$ cat src/rtl/core/hsmt_pkg.sv
// ----------------------------------------------------------------------------
// hsmt_pkg
// types, constants and codes shared by the hashed share mode table
// ----------------------------------------------------------------------------
`default_nettype none

package hsmt_pkg;

    localparam int BUCKETS          = 256;
    localparam int SLOTS_PER_BUCKET = 4;
    localparam int SUBENTRIES       = 8;
    localparam int Q_DEPTH          = 2;

    localparam int BKT_W    = (BUCKETS > 1) ? $clog2(BUCKETS) : 1;
    localparam int NSUB     = SUBENTRIES - 1;
    localparam int SLOT_IW  = (SLOTS_PER_BUCKET > 1) ? $clog2(SLOTS_PER_BUCKET) : 1;
    localparam int SUB_IW   = (NSUB > 1) ? $clog2(NSUB) : 1;
    localparam int QPTR_W   = (Q_DEPTH > 1) ? $clog2(Q_DEPTH) : 1;
    localparam int QCNT_W   = $clog2(Q_DEPTH + 1);

    localparam logic [63:0] HASH_K1 = 64'h9E3779B97F4A7C15;
    localparam logic [63:0] HASH_K2 = 64'hFF51AFD7ED558CCD;
    localparam int          HASH_SHIFT = 33;

    localparam logic [31:0] ACC_READ   = 32'h0000_0021;
    localparam logic [31:0] ACC_WRITE  = 32'h0000_0006;
    localparam logic [31:0] ACC_DELETE = 32'h0001_0000;
    localparam logic [31:0] ACC_ALL    = ACC_READ | ACC_WRITE | ACC_DELETE;
    localparam logic [2:0]  SH_READ    = 3'd1;
    localparam logic [2:0]  SH_WRITE   = 3'd2;
    localparam logic [2:0]  SH_DELETE  = 3'd4;
    localparam logic [2:0]  SH_ALL     = 3'd7;

    localparam logic [1:0] MODE_OPEN   = 2'd0;
    localparam logic [1:0] MODE_CLOSE  = 2'd1;
    localparam logic [1:0] MODE_CHECK  = 2'd2;
    localparam logic [1:0] MODE_UNUSED = 2'd3;

    localparam logic [2:0] ST_OK          = 3'd0;
    localparam logic [2:0] ST_BUCKET_FULL = 3'd1;
    localparam logic [2:0] ST_SUBS_FULL   = 3'd2;
    localparam logic [2:0] ST_VIOLATION   = 3'd3;
    localparam logic [2:0] ST_ABSENT      = 3'd4;

    localparam logic [22:0] CLIENT_RESET = 23'd1;

    typedef struct packed {
        logic [1:0]  mode;
        logic [63:0] device;
        logic [63:0] inode;
        logic [31:0] access_req;
        logic [2:0]  share_mode;
        logic [15:0] remaining_opens;
        logic [31:0] remaining_access;
        logic [2:0]  remaining_share;
    } req_t;

    typedef struct packed {
        req_t             req;
        logic [BKT_W-1:0] bucket;
    } work_t;

    typedef struct packed {
        logic [63:0] device;
        logic [63:0] inode;
    } slot_t;

    typedef struct packed {
        logic [22:0] owner;
        logic [15:0] open_count;
        logic [31:0] access;
        logic [2:0]  share;
    } sub_t;

    typedef slot_t [SLOTS_PER_BUCKET-1:0]          slot_row_t;
    typedef sub_t  [SLOTS_PER_BUCKET-1:0][NSUB-1:0] sub_row_t;

endpackage

`default_nettype wire

$ cat src/rtl/core/hsmt_queue.sv
// ----------------------------------------------------------------------------
// hsmt_queue
// short fifo of hashed request words between front and back
// ----------------------------------------------------------------------------
`default_nettype none

module hsmt_queue
(
    input  wire logic             clk,
    input  wire logic             rst_n,
    input  wire logic             push_valid,
    output logic                  push_ready,
    input  wire hsmt_pkg::work_t  push_data,
    output logic                  pop_valid,
    input  wire logic             pop_ready,
    output hsmt_pkg::work_t       pop_data
);

    hsmt_pkg::work_t                entry_reg [hsmt_pkg::Q_DEPTH];
    logic [hsmt_pkg::QPTR_W-1:0]    wr_ptr_reg, wr_ptr_next;
    logic [hsmt_pkg::QPTR_W-1:0]    rd_ptr_reg, rd_ptr_next;
    logic [hsmt_pkg::QCNT_W-1:0]    count_reg, count_next;
    logic                           do_push, do_pop;

    assign push_ready = (count_reg != hsmt_pkg::QCNT_W'(hsmt_pkg::Q_DEPTH));
    assign pop_valid  = (count_reg != '0);
    assign pop_data   = entry_reg[rd_ptr_reg];
    assign do_push    = push_valid && push_ready;
    assign do_pop     = pop_valid && pop_ready;

    always_comb
    begin
        wr_ptr_next = wr_ptr_reg;
        rd_ptr_next = rd_ptr_reg;
        count_next  = count_reg;
        if (do_push)
        begin
            wr_ptr_next = (wr_ptr_reg == hsmt_pkg::QPTR_W'(hsmt_pkg::Q_DEPTH - 1)) ?
                          '0 : wr_ptr_reg + 1'b1;
        end
        if (do_pop)
        begin
            rd_ptr_next = (rd_ptr_reg == hsmt_pkg::QPTR_W'(hsmt_pkg::Q_DEPTH - 1)) ?
                          '0 : rd_ptr_reg + 1'b1;
        end
        if (do_push && !do_pop)
        begin
            count_next = count_reg + 1'b1;
        end
        else if (do_pop && !do_push)
        begin
            count_next = count_reg - 1'b1;
        end
    end

    always_ff @(posedge clk or negedge rst_n)
    begin
        if (!rst_n)
        begin
            wr_ptr_reg <= '0;
            rd_ptr_reg <= '0;
            count_reg  <= '0;
        end
        else
        begin
            wr_ptr_reg <= wr_ptr_next;
            rd_ptr_reg <= rd_ptr_next;
            count_reg  <= count_next;
        end
    end

    always_ff @(posedge clk)
    begin
        if (do_push)
        begin
            entry_reg[wr_ptr_reg] <= push_data;
        end
    end

endmodule

`default_nettype wire

$ cat config.mk
export PLATFORM = sky130hd
export DESIGN_NAME = hsmt_queue
export DESIGN_NICKNAME = d
export VERILOG_FILES = /design/src/rtl/core/hsmt_pkg.sv /design/src/rtl/core/hsmt_queue.sv
export SDC_FILE = /design/constraint.sdc
export NUM_CORES = 1
export LEC_CHECK = 0
export ABC_AREA = 1
export BUFFER_PORTS_ARGS = -buffer_cell sky130_fd_sc_hd__clkbuf_2
export CORE_MARGIN = 2
export CORE_UTILIZATION = 54
export CTS_BUF_LIST = sky130_fd_sc_hd__clkbuf_8
export DETAILED_ROUTE_END_ITERATION = 10
export PLACE_DENSITY = 0.83
export SYNTH_ARGS = -nofsm -noshare
export SYNTH_HDL_FRONTEND = slang
export SYNTH_SLANG_ARGS = --single-unit
$ cat constraint.sdc
create_clock -name clk -period 14.2 [get_ports clk]
set_input_delay 2.84 -clock clk [delete_from_list [all_inputs] [get_ports clk]]
set_output_delay 2.84 -clock clk [all_outputs]
set_load 0.03 [all_outputs]
==> results by group <==
STA
  • Fin. max-slew vios: 0
  • Tcrit/Tclk final: 0.4590
  • Final min period: 6.518 ns
  • Final setup viols: 0
  • Final Hold Viols: 0
  • Fmax: 0.1534 GHz
  • RSZ-0062 raised after global routing: no
  • Final worst slack: 7.682 ns
  • Clock skew: around 0.026 ns
  • Max-slew headroom: 0.2704
  • Worst hold slack: 0.4966 ns
  • Worst-Margin Slew: 1.094 ns
  • Setup TNS: 0 ns

Clock tree
  • Clk_lat worst skew: 0.57 ns
  • Clock transition at path regs: 0.06 ns
  • CTS resizes: 0
  • Hold_buf cts: 0
  • Num CTS Buffers: 70
  • CTS tree: done
  • CTS Buffer Depth: 3
  • Post-CTS setup buffers: 0
  • CTS sink cnt: about 450
  • Clock root cell: clkbuf_8
  • Htree depth: 3

Logic synthesis
  • Share of the synthesized area in the top cell type: 0.8134
  • Synthesis-stage register bit count: 452
  • Combinational family with the most area after synthesis: simple AND/OR/NAND/NOR gates
  • Adder-Cell Fraction of Synth Area: 0.0007565
  • Synth top area cells: edfxtp_1 (81%), nand2_1 (15%), buf_6 (0.89%), buf_2 (0.88%), dfrtp_1 (0.61%)
  • Cell area after synthesis: between 15,000 and 20,000 sq um
  • Synth Area in XOR/XNOR: 0.001059
  • Cell variety after synth: 14
  • Synth Area per Inst: 13.81 sq um
  • Largest area contributor in the netlist: edfxtp_1
  • Yosys warning total: 0
  • Synth top cells by count: nand2_1 (682), edfxtp_1 (448), buf_2 (29)
  • Post-synthesis compound-gate area fraction: 0
  • Most common cell in the netlist: nand2_1
  • Post-synthesis sequential area ratio: 0.8194
  • Mux cell area share after synthesis: 0
  • Post-Synth Simple-Gate Area: 0.1562
  • Asr flop ratio synth: 0.008850
  • Most used DFF post-synth: edfxtp_1
  • Synth Instances: 1,198
  • Mapped Nets: 1,427
  • EDFF count, synth: 448

Finish
  • Nets@finish: 1,912
  • Share of cells above drive strength 1: 0.3166
  • Max reg flops: 448
  • Area Growth Syn to Fin: 22.63%

Routing
  • Post-Route WL: 38,010 microns
  • DRC: 0
  • Vias: around 11k
  • 1st-iter DRT viols: between 800 and 900
  • Routed length per placed instance: 17.81 microns
  • Via density: a little over 5
  • Antenna-violating nets left: 0
  • 1st-pass router iterations: 5

Floorplan
  • Die Footprint: about 32,000 sq um
  • # rows: 64
  • Die H: 179.0 microns
  • Core box area: 30,350 sq um
  • Io pins: ~450
  • Initial Utilization: 0.5450
  • Die Width: between 150 and 200 microns

Power
  • Leakage: about 9 nW
  • Power per Cell Area: 233.3 nW/um^2
  • Peak VDD IR: 0.2072 mV

Placement
  • Dpl ws: 8.282 ns
  • Port Buffer Count: 453
  • RePlAce Congestion: around 0.8
  • DP HPWL: 24,970 microns

Worst setup path
  • CP arrival: 3.68 ns
  • Data required, critical path: 11.36 ns
  • Crit Path Max Fanout: 126
  • Crit start category: register
  • RR Startpoint: count_reg[0]
  • R2r setup slk: 10.62 ns
  • Crit path kind: reg -> out
  • Worst setup EP type: output port
  • R2r endpoint: entry_reg[1][109]
  • Worst r2r path cells: 6

GRT
  • Vias in the first global route: 10.44k
  • Antenna violations before repair: 4
  • Global-route wire length before repair: between 50,000 and 60,000 microns
  • All-Layer GR Usage: 0.2272
  • Largest net degree at the start of global routing: 127
  • Overflow after GRT: 0

Min path
  • Hold/Removal Path Class: reg -> reg
  • Hold depth: 1
  • WHS Endpoint: count_reg[0]
  • Hold path startpoint: count_reg[0]

Run status
  • Status: finished, final reports clean

Flow run
  • Max cap viols: 0
[power breakdown]
part / internal (W) / total [W] / switching (W)
clock: 0.000485 / 0.000953 / 0.000468
sequential: 0.00183 / 0.00192 / 0.0000898
combinational: 0.000408 / 0.00186 / 0.00145
total: 0.00272 / 0.00473 / 0.00201
[layout by cell type, fill, tap and decap left out, types with 4 or more instances in the layout]
master,netlist,layout
clkbuf_8,0,71
clkbuf_2,0,453
inv_1,6,27
clkinv_1,0,19
buf_4,7,9
diode_2,0,4
clkinv_2,0,7
nand2_1,682,682
edfxtp_1,448,448
[critical path, cell delays in order (launching register included)]
cell	delay, ns
dfrtp_4	0.69
inv_6	0.74
buf_4	0.96
nand2_1	0.10
nand2_1	0.21
clkbuf_2	0.24
[how the worst max path moves through the flow]
stage | from | to | slack, ns | cells after the start
6_report | rd_ptr_reg | pop_data[95] | 7.68 | 5
2_1_floorplan | push_valid | entry_reg[0][0] | 1.14 | 2
3_3_place_gp | push_valid | entry_reg[1][129] | 8.32 | 5
3_5_place_dp | rd_ptr_reg | pop_data[173] | 8.28 | 5
4_1_cts | rd_ptr_reg | pop_data[173] | 7.69 | 5
5_1_grt | rd_ptr_reg | pop_data[95] | 7.48 | 5
[stage by stage]
step	util	instances	cell area [sq um]	power, W
finish	0.6683	2134	20280	0.004732
global route	0.6681	2132	20280	0.004981
floorplan	-	1198	16540	0.003361
CTS	0.6680	2130	20270	0.004768
detailed placement	0.6276	2007	19050	0.003812
global placement	0.6276	2007	19050	0.003770
[kinds of logic (layout without fill, tap and decap cells)]
kind of cell | Yosys count | count (layout)
xor gates and xnor gates | 2 | 2
and+or+nand+nor | 687 | 687
DFF | 452 | 452
other | 0 | 4
adders and majority gates | 1 | 1
buffers and inverters | 56 | 592
[layer usage]
metal  track usage  up-vias  share of wire
met1        0.2673     5039           0.36
met4       0.07148        0          0.026
met5             0        -              0
met3       0.08270       75           0.11
li1              -     5046              -
met2        0.3897      565           0.50
[area by class of cell]
class	instances	area [sq um]
sequential	452	13560
antenna	4	10.01
timing repair buffer	462	2335
inverter	7	31.28
multi-input combinational	690	2629
tap	396	495.5
clock buffer	71	977.2
fill	2087	10070
clock inverter	52	247.7
Power figures use the tool's default switching activity.
