--- config.mk ---
export PLATFORM = sky130hd
export DESIGN_NAME = hsmt_front_flat
export DESIGN_NICKNAME = d
export VERILOG_FILES = /design/src/rtl/core/hsmt_pkg.sv /design/src/rtl/core/hsmt_intf.sv /design/src/rtl/core/hsmt_front.sv /design/src/flat_wrapper.sv
export SDC_FILE = /design/constraint.sdc
export NUM_CORES = 2
export LEC_CHECK = 0
export ABC_AREA = 1
export BUFFER_PORTS_ARGS = -buffer_cell sky130_fd_sc_hd__buf_2
export CAP_MARGIN = 0
export CORE_MARGIN = 4
export CORE_UTILIZATION = 30
export CTS_BUF_LIST = sky130_fd_sc_hd__clkbuf_2
export CTS_CLUSTER_SIZE = 8
export DETAILED_ROUTE_END_ITERATION = 7
export PLACE_DENSITY = 0.54
export SLEW_MARGIN = 15
export SYNTH_ARGS = -nofsm -noshare
export SYNTH_HDL_FRONTEND = slang
export SYNTH_SLANG_ARGS = --single-unit
export TNS_END_PERCENT = 50
--- constraint.sdc ---
create_clock -name clk -period 21.6 [get_ports clk]
set_input_delay 3.24 -clock clk [delete_from_list [all_inputs] [get_ports clk]]
set_output_delay 3.24 -clock clk [all_outputs]
set_load 0.005 [all_outputs]
--- src/rtl/core/hsmt_pkg.sv ---
// ----------------------------------------------------------------------------
// hsmt_pkg
// types, constants and codes shared by the hashed share mode table
// ----------------------------------------------------------------------------
`default_nettype none

package hsmt_pkg;

    localparam int BUCKETS          = 256;
    localparam int SLOTS_PER_BUCKET = 4;
    localparam int SUBENTRIES       = 8;
    localparam int Q_DEPTH          = 2;

    localparam int BKT_W    = (BUCKETS > 1) ? $clog2(BUCKETS) : 1;
    localparam int NSUB     = SUBENTRIES - 1;
    localparam int SLOT_IW  = (SLOTS_PER_BUCKET > 1) ? $clog2(SLOTS_PER_BUCKET) : 1;
    localparam int SUB_IW   = (NSUB > 1) ? $clog2(NSUB) : 1;
    localparam int QPTR_W   = (Q_DEPTH > 1) ? $clog2(Q_DEPTH) : 1;
    localparam int QCNT_W   = $clog2(Q_DEPTH + 1);

    localparam logic [63:0] HASH_K1 = 64'h9E3779B97F4A7C15;
    localparam logic [63:0] HASH_K2 = 64'hFF51AFD7ED558CCD;
    localparam int          HASH_SHIFT = 33;

    localparam logic [31:0] ACC_READ   = 32'h0000_0021;
    localparam logic [31:0] ACC_WRITE  = 32'h0000_0006;
    localparam logic [31:0] ACC_DELETE = 32'h0001_0000;
    localparam logic [31:0] ACC_ALL    = ACC_READ | ACC_WRITE | ACC_DELETE;
    localparam logic [2:0]  SH_READ    = 3'd1;
    localparam logic [2:0]  SH_WRITE   = 3'd2;
    localparam logic [2:0]  SH_DELETE  = 3'd4;
    localparam logic [2:0]  SH_ALL     = 3'd7;

    localparam logic [1:0] MODE_OPEN   = 2'd0;
    localparam logic [1:0] MODE_CLOSE  = 2'd1;
    localparam logic [1:0] MODE_CHECK  = 2'd2;
    localparam logic [1:0] MODE_UNUSED = 2'd3;

    localparam logic [2:0] ST_OK          = 3'd0;
    localparam logic [2:0] ST_BUCKET_FULL = 3'd1;
    localparam logic [2:0] ST_SUBS_FULL   = 3'd2;
    localparam logic [2:0] ST_VIOLATION   = 3'd3;
    localparam logic [2:0] ST_ABSENT      = 3'd4;

    localparam logic [22:0] CLIENT_RESET = 23'd1;

    typedef struct packed {
        logic [1:0]  mode;
        logic [63:0] device;
        logic [63:0] inode;
        logic [31:0] access_req;
        logic [2:0]  share_mode;
        logic [15:0] remaining_opens;
        logic [31:0] remaining_access;
        logic [2:0]  remaining_share;
    } req_t;

    typedef struct packed {
        req_t             req;
        logic [BKT_W-1:0] bucket;
    } work_t;

    typedef struct packed {
        logic [63:0] device;
        logic [63:0] inode;
    } slot_t;

    typedef struct packed {
        logic [22:0] owner;
        logic [15:0] open_count;
        logic [31:0] access;
        logic [2:0]  share;
    } sub_t;

    typedef slot_t [SLOTS_PER_BUCKET-1:0]          slot_row_t;
    typedef sub_t  [SLOTS_PER_BUCKET-1:0][NSUB-1:0] sub_row_t;

endpackage

`default_nettype wire

--- src/rtl/core/hsmt_intf.sv ---
// ----------------------------------------------------------------------------
// hsmt_intf
// valid/ready channels of the hashed share mode table
// ----------------------------------------------------------------------------
`default_nettype none

interface hsmt_req_if;
    logic        valid;
    logic        ready;
    logic [1:0]  mode;
    logic [63:0] device;
    logic [63:0] inode;
    logic [31:0] access_req;
    logic [2:0]  share_mode;
    logic [15:0] remaining_opens;
    logic [31:0] remaining_access;
    logic [2:0]  remaining_share;

    modport source (output valid, mode, device, inode, access_req, share_mode,
                    remaining_opens, remaining_access, remaining_share, input ready);
    modport sink   (input valid, mode, device, inode, access_req, share_mode,
                    remaining_opens, remaining_access, remaining_share, output ready);
endinterface


`default_nettype wire

--- src/rtl/core/hsmt_front.sv ---
// ----------------------------------------------------------------------------
// hsmt_front
// accepts request words and hashes the key to a bucket with one shared
// 32x32 multiplier, then pushes the word to the queue
// ----------------------------------------------------------------------------
`default_nettype none

module hsmt_front
(
    input  wire logic           clk,
    input  wire logic           rst_n,
    hsmt_req_if.sink            req,
    output hsmt_pkg::work_t     push_data,
    output logic                push_valid,
    input  wire logic           push_ready
);

    typedef enum logic [3:0] {
        F_IDLE = 4'b0001,
        F_MUL  = 4'b0010,
        F_MIX  = 4'b0100,
        F_PUSH = 4'b1000
    } fstate_t;

    fstate_t                   state_reg, state_next;
    logic [1:0]                step_reg, step_next;
    logic                      pass_reg, pass_next;
    hsmt_pkg::req_t            item_reg, item_next;
    logic [63:0]               a_reg, a_next;
    logic [63:0]               acc_reg, acc_next;
    logic [hsmt_pkg::BKT_W-1:0] bucket_reg, bucket_next;

    logic [63:0] k_sel;
    logic [31:0] mul_a, mul_b;
    logic [63:0] prod;
    logic [63:0] h_pre, h_mix;

    assign k_sel = pass_reg ? hsmt_pkg::HASH_K2 : hsmt_pkg::HASH_K1;

    always_comb
    begin
        case (step_reg)
            2'd0:
            begin
                mul_a = a_reg[31:0];
                mul_b = k_sel[31:0];
            end
            2'd1:
            begin
                mul_a = a_reg[31:0];
                mul_b = k_sel[63:32];
            end
            default:
            begin
                mul_a = a_reg[63:32];
                mul_b = k_sel[31:0];
            end
        endcase
    end

    assign prod  = 64'(mul_a) * 64'(mul_b);
    assign h_pre = pass_reg ? acc_reg : acc_reg + item_reg.inode;
    assign h_mix = h_pre ^ (h_pre >> hsmt_pkg::HASH_SHIFT);

    assign req.ready  = (state_reg == F_IDLE);
    assign push_valid = (state_reg == F_PUSH);
    assign push_data  = '{req: item_reg, bucket: bucket_reg};

    always_comb
    begin
        state_next  = state_reg;
        step_next   = step_reg;
        pass_next   = pass_reg;
        item_next   = item_reg;
        a_next      = a_reg;
        acc_next    = acc_reg;
        bucket_next = bucket_reg;
        case (state_reg)
            F_IDLE:
            begin
                if (req.valid)
                begin
                    item_next.mode             = req.mode;
                    item_next.device           = req.device;
                    item_next.inode            = req.inode;
                    item_next.access_req       = req.access_req;
                    item_next.share_mode       = req.share_mode;
                    item_next.remaining_opens  = req.remaining_opens;
                    item_next.remaining_access = req.remaining_access;
                    item_next.remaining_share  = req.remaining_share;
                    a_next     = req.device;
                    acc_next   = '0;
                    step_next  = 2'd0;
                    pass_next  = 1'b0;
                    state_next = F_MUL;
                end
            end
            F_MUL:
            begin
                if (step_reg == 2'd0)
                begin
                    acc_next = acc_reg + prod;
                end
                else
                begin
                    acc_next = acc_reg + {prod[31:0], 32'd0};
                end
                if (step_reg == 2'd2)
                begin
                    state_next = F_MIX;
                end
                else
                begin
                    step_next = step_reg + 2'd1;
                end
            end
            F_MIX:
            begin
                if (!pass_reg)
                begin
                    a_next     = h_mix;
                    acc_next   = '0;
                    step_next  = 2'd0;
                    pass_next  = 1'b1;
                    state_next = F_MUL;
                end
                else
                begin
                    bucket_next = h_mix[hsmt_pkg::BKT_W-1:0];
                    state_next  = F_PUSH;
                end
            end
            F_PUSH:
            begin
                if (push_ready)
                begin
                    state_next = F_IDLE;
                end
            end
            default:
            begin
                state_next = F_IDLE;
            end
        endcase
    end

    always_ff @(posedge clk or negedge rst_n)
    begin
        if (!rst_n)
        begin
            state_reg <= F_IDLE;
            step_reg  <= 2'd0;
            pass_reg  <= 1'b0;
        end
        else
        begin
            state_reg <= state_next;
            step_reg  <= step_next;
            pass_reg  <= pass_next;
        end
    end

    always_ff @(posedge clk)
    begin
        item_reg   <= item_next;
        a_reg      <= a_next;
        acc_reg    <= acc_next;
        bucket_reg <= bucket_next;
    end

endmodule

`default_nettype wire

--- src/flat_wrapper.sv ---
// flat-port wrapper written by rule: the top's interface ports become plain ports
module hsmt_front_flat 
  (clk, rst_n, push_data, push_valid, push_ready, req_valid, req_mode, req_device, req_inode, req_access_req, req_share_mode, req_remaining_opens, req_remaining_access, req_remaining_share, req_ready);
  hsmt_req_if req_i ();
  input  wire logic clk;
  input  wire logic rst_n;
  output hsmt_pkg::work_t push_data;
  output logic push_valid;
  input  wire logic push_ready;
  input wire logic [$bits(req_i.valid)-1:0] req_valid;
  input wire logic [$bits(req_i.mode)-1:0] req_mode;
  input wire logic [$bits(req_i.device)-1:0] req_device;
  input wire logic [$bits(req_i.inode)-1:0] req_inode;
  input wire logic [$bits(req_i.access_req)-1:0] req_access_req;
  input wire logic [$bits(req_i.share_mode)-1:0] req_share_mode;
  input wire logic [$bits(req_i.remaining_opens)-1:0] req_remaining_opens;
  input wire logic [$bits(req_i.remaining_access)-1:0] req_remaining_access;
  input wire logic [$bits(req_i.remaining_share)-1:0] req_remaining_share;
  output wire logic [$bits(req_i.ready)-1:0] req_ready;
  assign req_i.valid = req_valid;
  assign req_i.mode = req_mode;
  assign req_i.device = req_device;
  assign req_i.inode = req_inode;
  assign req_i.access_req = req_access_req;
  assign req_i.share_mode = req_share_mode;
  assign req_i.remaining_opens = req_remaining_opens;
  assign req_i.remaining_access = req_remaining_access;
  assign req_i.remaining_share = req_remaining_share;
  assign req_ready = req_i.ready;
  hsmt_front u_core (.clk(clk), .rst_n(rst_n), .req(req_i), .push_data(push_data), .push_valid(push_valid), .push_ready(push_ready));
endmodule
==> qor.yml <==
relSlewSlack_pct: 22.86
fin_nets: 9043
cts_setup_buffers: 0
fin_area_sq_mm: 0.06268
holdBufCountCts: 0
fin_cells: 10080
dpl_cell_area_sq_mm: 0.06172
cp-start-kind: "register"
num_rows: 158
synth_cell_types: 49
synth_ff_type: "edfxtp_1"
slowest_delay_ns: 0.80
synth-async-reset-ratio_pct: 1.950
cts_resized: 0
syn_nets: 8527
cp.arrival_ns: 13.89
routabilityCongestion: 1.031
r2r_setup_slack_ns: 8.70
grt_pass1_vias: 50500
hold_violations: 0
avgViaCountPerCell: 4.973
core_sq_mm: 0.1860
dr.pass1.iters: 6
largest_reg_flops: 216
n_fill_cell: 19830
drive_gt1_share_pct: 10.32
grtUsageTotal_pct: 25.46
drtIter0Drc: 5266
die-height_um: 441.1
final_cell_mix: "inv_1, nand2_1, fa_1"
syn_avg_cell_area_sq_um: 8.037
setup_tns_ns: 0
drc: 0
period_share_pct: 59.74
status: "finished, final reports clean"
period_minus_slack_ns: 12.90
critical_path_class: "reg -> reg"
worst_pin_slew_ns: 1.153
synth_edf_count: 352
crit_slowest_cell: "ha_1"
ys.warnings.count: 0
cpMostUsedCell: "inv_1"
cts_buffers: 98
endpoint_kind: "register"
clk_pin_slew_worst_paths_ns: 0.11
final_common_cell: "inv_1"
grt_overflow: 0
num_vias: 50150
clk-insertion-delay-late_ns: 1.42
cts_tree: "built"
antenna_found_initial: 18
maxCapViolCount: 0
ios: 446
htreeDepth: 3
postSynthCellCount: 7003
wire_per_inst_um: 24.75
cts_max_path_buffers: 3
clock-sinks: 359
routed_wl_um: 249500
ys_seq_area_share_pct: 19.09
synth_seq_cells: 359
ant_nets: 0
worstPathMaxFanout: 44
grt_start_max_net_pins: 92
io_buffer_count: 445
setup_viol: 0
path_delay_family: "adder cells"
path_buf_inv: 12
die_area_sq_mm: 0.1946
clock_skew_ns: 0.1772
die_w_um: 441.1
rsz0062_at_grt: "false"
dp.cells: 9899
place_hpwl_um: 217900
grt_pass1_wl_um: 356300
worstHoldPathType: "reg -> reg"
root_buffer: "clkbuf_2"
start_util_pct: 30.26
fmax_mhz: 77.50
worstPathRequired_ns: 22.59
drv_slew: 0
netlist_area_sq_mm: 0.05628
areaGrowthSynthToFinish_pct: 11.36
## area by class of cell
type / instances / area (sq um) / area share, %
diodes: 9 / 22.52 / 0.03593
clock buffers: 140 / 700.7 / 1.118
multi-input cells: 4840 / 38740 / 61.81
inverters: 1713 / 6432 / 10.26
well taps: 2480 / 3103 / 4.951
flip-flops and latches: 359 / 10750 / 17.15
clock inverters: 36 / 232.7 / 0.3713
repair buffers: 507 / 2693 / 4.296
## path summary, 6_finish.rpt
path / start / endpoint / cells after the start
max reg2reg: u_core.step_reg[1] / u_core.acc_reg[59] / 44
min reg2reg: u_core.step_reg[1] / u_core.step_reg[1] / 2
min: u_core.step_reg[1] / u_core.step_reg[1] / 2
min in group asynchronous: rst_n / u_core.pass_reg / 1
max in group asynchronous: rst_n / u_core.state_reg[0] / 1
max: u_core.step_reg[1] / u_core.acc_reg[59] / 44
## tightest hold or removal path, stage by stage (launching register included)
cell     delay (ns)
dfrtp_1        0.37
inv_1          0.09
o21ai_0        0.18
## layer usage
metal	GRT usage, %	vias to the layer above	wire length (um)
met5	0	-	69
met4	8.680	10	10290
met3	4.683	442	21510
met2	40.46	2326	111700
met1	34.88	24760	106000
li1	-	22610	-
## cell usage after synthesis, types with 8 or more instances
cell type,n,share of area [%]
a31oi_1,45,0.50
nor2_1,723,4.8
clkbuf_1,64,0.43
nand2_1,1418,9.5
fa_1,804,29
xor2_1,100,1.6
ha_1,500,11
xnor2_1,70,1.1
nand3_1,306,2.7
nor4_1,11,0.12
inv_2,23,0.15
buf_2,10,0.089
edfxtp_1,352,19
a21oi_1,317,2.8
or2_1,10,0.11
o21ai_0,187,1.7
and2_1,8,0.089
nand4_1,23,0.26
o211ai_1,8,0.11
o21ai_2,25,0.39
buf_1,9,0.060
o21ai_1,38,0.34
nor3_1,40,0.36
nor2_2,22,0.24
o21a_1,10,0.13
o21bai_1,58,0.77
a21o_1,29,0.39
or2_2,34,0.38
nand3b_1,21,0.28
inv_1,1686,11
## cell families (layout without fill, tap and decap cells)
logic type | count (synthesis) | after routing | synth area share, %
adders and majority gates | 1306 | 1306 | 39.75
other | 1 | 10 | 0.006663
and+or+nand+nor | 2625 | 2625 | 18.96
DFF | 359 | 359 | 19.09
AOI/OAI and AO/OA | 737 | 737 | 7.396
xor gates and xnor gates | 171 | 171 | 2.674
buffers and inverters | 1804 | 2396 | 12.12
## per-stage QoR
stage          hold slack (ns)  utilization (%)  worst slack (ns)
2_1_floorplan           0.5662                -             8.549
3_3_place_gp            0.6254            33.18             8.828
3_5_place_dp            0.6225            33.18             8.957
4_1_cts                 0.6631            33.68             8.892
5_1_grt                 0.7098            33.69             8.340
6_report                0.6754            33.69             8.696
Power is not shown: default switching activity piles up to over one toggle a cycle in this logic, so the estimate is an artifact.
